===== src/rtl/core/ocel_pkg.sv =====
// ----------------------------------------------------------------------------
// ocel_pkg: shared types and codes for the occupancy cell evidence store
// Cell record layout, operation, state, source and CSR codes, divider handshake types.
// ----------------------------------------------------------------------------
package ocel_pkg;
   localparam logic [1:0] OP_FREE   = 2'd0;
   localparam logic [1:0] OP_OCC    = 2'd1;
   localparam logic [1:0] OP_EXPIRE = 2'd2;
   localparam logic [1:0] OP_READ   = 2'd3;

   localparam logic [1:0] ST_UNKNOWN  = 2'd0;
   localparam logic [1:0] ST_FREE     = 2'd1;
   localparam logic [1:0] ST_OCCUPIED = 2'd2;

   localparam logic [2:0] SRC_SENSOR  = 3'd1;
   localparam logic [2:0] SRC_MODEL   = 3'd2;
   localparam logic [2:0] SRC_DYNAMIC = 3'd4;

   localparam logic [1:0] CSR_FREE_TO_CLEAR = 2'd0;
   localparam logic [1:0] CSR_DYN_EXPIRY    = 2'd1;
   localparam logic [1:0] CSR_HITS_DYNAMIC  = 2'd2;

   localparam logic [12:0] EXPIRED_MAX = 13'd8191;

   typedef struct packed {
      logic [1:0]  state;
      logic [15:0] free_cnt;
      logic [15:0] occ_cnt;
      logic        conflict;
      logic        dynamic;
      logic [15:0] conf;
      logic [2:0]  src;
      logic [31:0] seq;
   } cell_type;

   // divider handshake
   typedef struct packed {
      logic        start;
      logic [15:0] win;
      logic [16:0] total;
   } div_req_type;

   typedef struct packed {
      logic        done;
      logic [15:0] quo;
   } div_rsp_type;
endpackage


===== src/rtl/core/ocel_divider.sv =====
// ----------------------------------------------------------------------------
// ocel_divider: serial restoring divider for the confidence share
// Computes min(65535, floor(win * 65536 / total)), one quotient bit a cycle; a zero total gives 0.
// ----------------------------------------------------------------------------
module ocel_divider (
   input  logic                 clock,
   input  logic                 reset,
   input  ocel_pkg::div_req_type div_req,
   output ocel_pkg::div_rsp_type div_rsp
);
   // win <= total always, so quotient fits in 17 bits
   logic [17:0] rem_ff, rem_in;
   logic [16:0] quo_ff, quo_in;
   logic [16:0] den_ff, den_in;
   logic [31:0] num_ff, num_in;
   logic [5:0]  cnt_ff, cnt_in;
   logic        busy_ff, busy_in;
   logic        done_ff, done_in;
   logic [17:0] trial;

   always_comb begin
      rem_in  = rem_ff;
      quo_in  = quo_ff;
      den_in  = den_ff;
      num_in  = num_ff;
      cnt_in  = cnt_ff;
      busy_in = busy_ff;
      done_in = 1'b0;
      trial   = {rem_ff[16:0], num_ff[31]} - {1'b0, den_ff};
      if (div_req.start) begin
         rem_in  = '0;
         quo_in  = '0;
         den_in  = div_req.total;
         num_in  = {div_req.win, 16'd0};
         cnt_in  = 6'd32;
         busy_in = (div_req.total != 17'd0);
         done_in = (div_req.total == 17'd0);
      end else if (busy_ff) begin
         if (!trial[17]) begin
            rem_in = trial;
            quo_in = {quo_ff[15:0], 1'b1};
         end else begin
            rem_in = {rem_ff[16:0], num_ff[31]};
            quo_in = {quo_ff[15:0], 1'b0};
         end
         num_in = {num_ff[30:0], 1'b0};
         cnt_in = cnt_ff - 6'd1;
         if (cnt_ff == 6'd1) begin
            busy_in = 1'b0;
            done_in = 1'b1;
         end
      end
   end

   always_ff @(posedge clock) begin
      if (reset) begin
         busy_ff <= 1'b0;
         done_ff <= 1'b0;
         cnt_ff  <= '0;
      end else begin
         busy_ff <= busy_in;
         done_ff <= done_in;
         cnt_ff  <= cnt_in;
      end
      rem_ff <= rem_in;
      quo_ff <= quo_in;
      den_ff <= den_in;
      num_ff <= num_in;
   end

   assign div_rsp.done = done_ff;
   assign div_rsp.quo  = quo_ff[16] ? 16'hFFFF : quo_ff[15:0];
endmodule


===== config.mk =====
export PLATFORM = sky130hd
export DESIGN_NAME = ocel_divider
export DESIGN_NICKNAME = d
export VERILOG_FILES = /design/src/rtl/core/ocel_pkg.sv /design/src/rtl/core/ocel_divider.sv
export SDC_FILE = /design/constraint.sdc
export NUM_CORES = 1
export LEC_CHECK = 0
export ABC_AREA = 0
export BUFFER_PORTS_ARGS = -buffer_cell sky130_fd_sc_hd__buf_2
export CAP_MARGIN = 20
export CORE_UTILIZATION = 58
export CTS_CLUSTER_DIAMETER = 50
export DETAILED_ROUTE_END_ITERATION = 6
export GPL_TIMING_DRIVEN = 0
export PLACE_DENSITY_LB_ADDON = 0.3
export SYNTH_ARGS = -nofsm -noshare
export SYNTH_HDL_FRONTEND = slang
export SYNTH_SLANG_ARGS = --single-unit

===== constraint.sdc =====
create_clock -name clock -period 3.7 [get_ports clock]
set_clock_uncertainty 0.15 [all_clocks]
set_input_delay 0.74 -clock clock [delete_from_list [all_inputs] [get_ports clock]]
set_output_delay 0.74 -clock clock [all_outputs]
set_load 0.05 [all_outputs]

==> flow_metrics.env <==
export IMPL_worstPathRequired_ns=3.79
export IMPL_power_per_cell_area_mw_per_mm2=439
export IMPL_setup_violations=0
export IMPL_grt_pass1_vias=3208
export IMPL_synth_fp_nets=466
export IMPL_setup_tns_ns=0
export IMPL_cts_root_buf="clkbuf_8"
export IMPL_cp_top_family="compound AO/OA/AOI/OAI gates"
export IMPL_start_util=0.616
export IMPL_ir_drop_mv=0.361
export IMPL_die_w_um=85.3
export IMPL_area_growth_pct=13.4
export IMPL_crit_slowest_cell="clkbuf_1"
export IMPL_port_buffers=51
export IMPL_holdCritStartpoint="cnt_ff[1]"
export IMPL_synth_cells=410
export IMPL_worstSetupStartpointType="flop"
export IMPL_cp_data_arrival_time_ns=3.15
export IMPL_holdCritPathClass="reg -> reg"
export IMPL_timing_critical_path_cells="inv_1 > ha_1 > a21o_1 > a31oi_1 > a21o_2 > nand3_1 > a21oi_1 > clkbuf_1 > o21ai_0 > a311oi_1"
export IMPL_boundaryPins=53
export IMPL_synth_distinct_cells=52
export IMPL_grt_max_degree=23
export IMPL_postRouteAntennaNets=0
export IMPL_grt_pass1_wl_um=14800
export IMPL_finalCritPeriodShare=0.827
export IMPL_core_mm2=0.00653
export IMPL_final_common_cell="buf_2"
export IMPL_synth_warnings=0
export IMPL_ctsResizeCount=0
export IMPL_synth_edf_count=33
export IMPL_final_cell_mix="buf_2 (54), nor2_1 (43), dfxtp_1 (42)"
export IMPL_dr_first_iter_drc_count=236
export IMPL_synth_ff_type="dfxtp_1"
export IMPL_clk_latency_ns=0.35
export IMPL_maxSlewHeadroom=0.531
export IMPL_numCtsBuffers=9
export IMPL_tightestPinTransition_ns=0.703
export IMPL_critPathMaxStageDelay_ns=0.43
export IMPL_dp_hpwl_um=6420
export IMPL_cts_sinks=75
export IMPL_overflow=0
export IMPL_num_antenna_cells=0
export IMPL_fin_crit_ns=3.06
export IMPL_maxSlewViolCount=0
export IMPL_r2r_start="den_ff[4]"
export IMPL_die_h_um=85.3
export IMPL_cp_end_kind="flop"
export IMPL_gp_congestion=0.952
export IMPL_htree_levels=3
export IMPL_routed_via_density=6.09
export IMPL_status="finished clean"
export IMPL_hold_path_end="cnt_ff[1]"
export IMPL_tritoncts="yes"
export IMPL_finalCoreUtilization=0.699
export IMPL_drtPass1Iterations=5
export IMPL_cts_clk_slew_worst_paths_ns=0.08
export IMPL_clockBufferDepth=2
export IMPL_layout_drive_gt1_share=0.231
export IMPL_cp_num_buf_inv=2
export IMPL_num_rows=29
export IMPL_fmax_mhz=327
export IMPL_hold_viol=0
export IMPL_whs_path_depth=2
export IMPL_post_cts_buffers=0
export IMPL_antenna_found_initial=0
export IMPL_num_nets_final=528
export IMPL_netlist_area_mm2=0.00403
export IMPL_synth_area_per_cell_um2=9.82
export IMPL_path_class="reg -> reg"
export IMPL_power_leakage_nw=1.99
export IMPL_synthArstFlopShare=0
export IMPL_ys_ff_latch=75
export IMPL_r2r_slack_ns=0.64
export IMPL_r2r_end="rem_ff[15]"
export IMPL_drc=0
export IMPL_die_area_mm2=0.00728
export IMPL_seq_area_frac_synth=0.455
export IMPL_rr_worst_depth=10
export IMPL_critPathMaxFanout=10
export IMPL_routedWlPerCell_um=16.3
export IMPL_postRouteWirelength_um=9040
export IMPL_grt_total_usage=0.263
export IMPL_vias=3374
export IMPL_cap_violations=0
export IMPL_rsz0062_at_grt="no"
export IMPL_ctsHoldBuffers=0
[registers in the layout, indices dropped and copies added, names as in the netlist]
| register | count |
|---|---|
| den_ff | 17 |
| quo_ff | 17 |
| rem_ff | 17 |
| num_ff | 16 |
| cnt_ff | 6 |
| busy_ff | 1 |
| done_ff | 1 |
[worst register-to-register path, cell delays in order, from the launching register on]
cell and delay [ns]:
edfxtp_1 0.38, inv_1 0.10, ha_1 0.30, a21o_1 0.24, a31oi_1 0.22, a21o_2 0.21, nand3_1 0.18, a21oi_1 0.24
clkbuf_1 0.43, o21ai_0 0.16, a311oi_1 0.33
[where the power goes]
| group | switching (mW) | internal (mW) | leakage, nW | total, mW |
|---|---|---|---|---|
| Sequential | 0.0350 | 0.930 | 0.671 | 0.965 |
| Clock | 0.324 | 0.269 | 0.0987 | 0.593 |
| Combinational | 0.264 | 0.182 | 1.22 | 0.446 |
| Total | 0.623 | 1.38 | 1.99 | 2.00 |
[layout make-up]
class                   instances  area, um^2
fillers                       512        1970
plain buffers                  22        90.1
clock inverters                 6        48.8
flip-flops and latches         75        1830
well taps                      77        96.3
repair buffers                 51         255
multi-input cells             287        2010
inverters                      26        97.6
clock buffers                  10         138
[through the flow]
| stage | std cells | power (mW) | hold WS (ns) | setup slack (ns) | instance area (um^2) |
|---|---|---|---|---|---|
| global route | 554 | 2.10 | 0.391 | 0.474 | 4560 |
| detailed placement | 538 | 1.42 | 0.350 | 0.758 | 4380 |
| floorplan | 410 | 1.30 | 0.319 | 1.10 | 4030 |
| global placement | 538 | 1.40 | 0.335 | 0.831 | 4380 |
| finish | 554 | 2.00 | 0.368 | 0.642 | 4560 |
| CTS | 554 | 2.00 | 0.361 | 0.735 | 4560 |
[cells by family (layout without fill, tap and decap cells)]
family          after synthesis  in the layout  share of synthesized area
buf+inv                      48            115                     0.0466
compound gates               84             84                      0.146
mux                          31             31                     0.0818
xor+xnor                     18             18                     0.0392
simple gates                134            134                      0.167
fa+ha+maj                    20             20                     0.0640
flops                        75             75                      0.455
[routing by layer]
| metal | wire length (um) | vias to the layer above | GRT usage | part of all wire |
|---|---|---|---|---|
| met1 | 4090 | 1588 | 0.341 | 0.45 |
| met4 | 157 | 0 | 0.114 | 0.017 |
| li1 | - | 1630 | - | - |
| met3 | 625 | 16 | 0.0477 | 0.069 |
| met5 | 0 | - | 0 | 0 |
| met2 | 4160 | 140 | 0.433 | 0.46 |
[Yosys cell counts (all sizes together) (6+ instances only)]
| library cell | count | area share |
|---|---|---|
| xor2 | 6 | 0.013 |
| inv | 26 | 0.024 |
| nor4 | 7 | 0.011 |
| buf | 9 | 0.010 |
| clkbuf | 13 | 0.012 |
| nand2 | 18 | 0.017 |
| a31oi | 7 | 0.011 |
| ha | 19 | 0.059 |
| xnor2 | 12 | 0.026 |
| edfxtp | 33 | 0.25 |
| or2 | 18 | 0.028 |
| dfxtp | 42 | 0.21 |
| nor2 | 43 | 0.040 |
| mux2i | 16 | 0.040 |
| and3 | 6 | 0.011 |
| a21oi | 16 | 0.021 |
| a311oi | 8 | 0.017 |
| a21o | 7 | 0.013 |
| mux2 | 15 | 0.042 |
| o21ai | 15 | 0.019 |
| nor3 | 9 | 0.011 |
| nand3 | 19 | 0.024 |
[how the worst max path moves through the flow]
stage | end | slack [ns] | from | cells past startpoint
after global placement | rem_ff[15] | 0.83 | den_ff[4] | 10
after global routing | rem_ff[15] | 0.47 | den_ff[4] | 10
after CTS | rem_ff[12] | 0.73 | den_ff[0] | 9
after floorplan | rem_ff[12] | 1.10 | den_ff[0] | 9
after detailed placement | rem_ff[12] | 0.76 | den_ff[0] | 9
final | rem_ff[15] | 0.64 | den_ff[4] | 10
(Power assumes the default switching activity.)
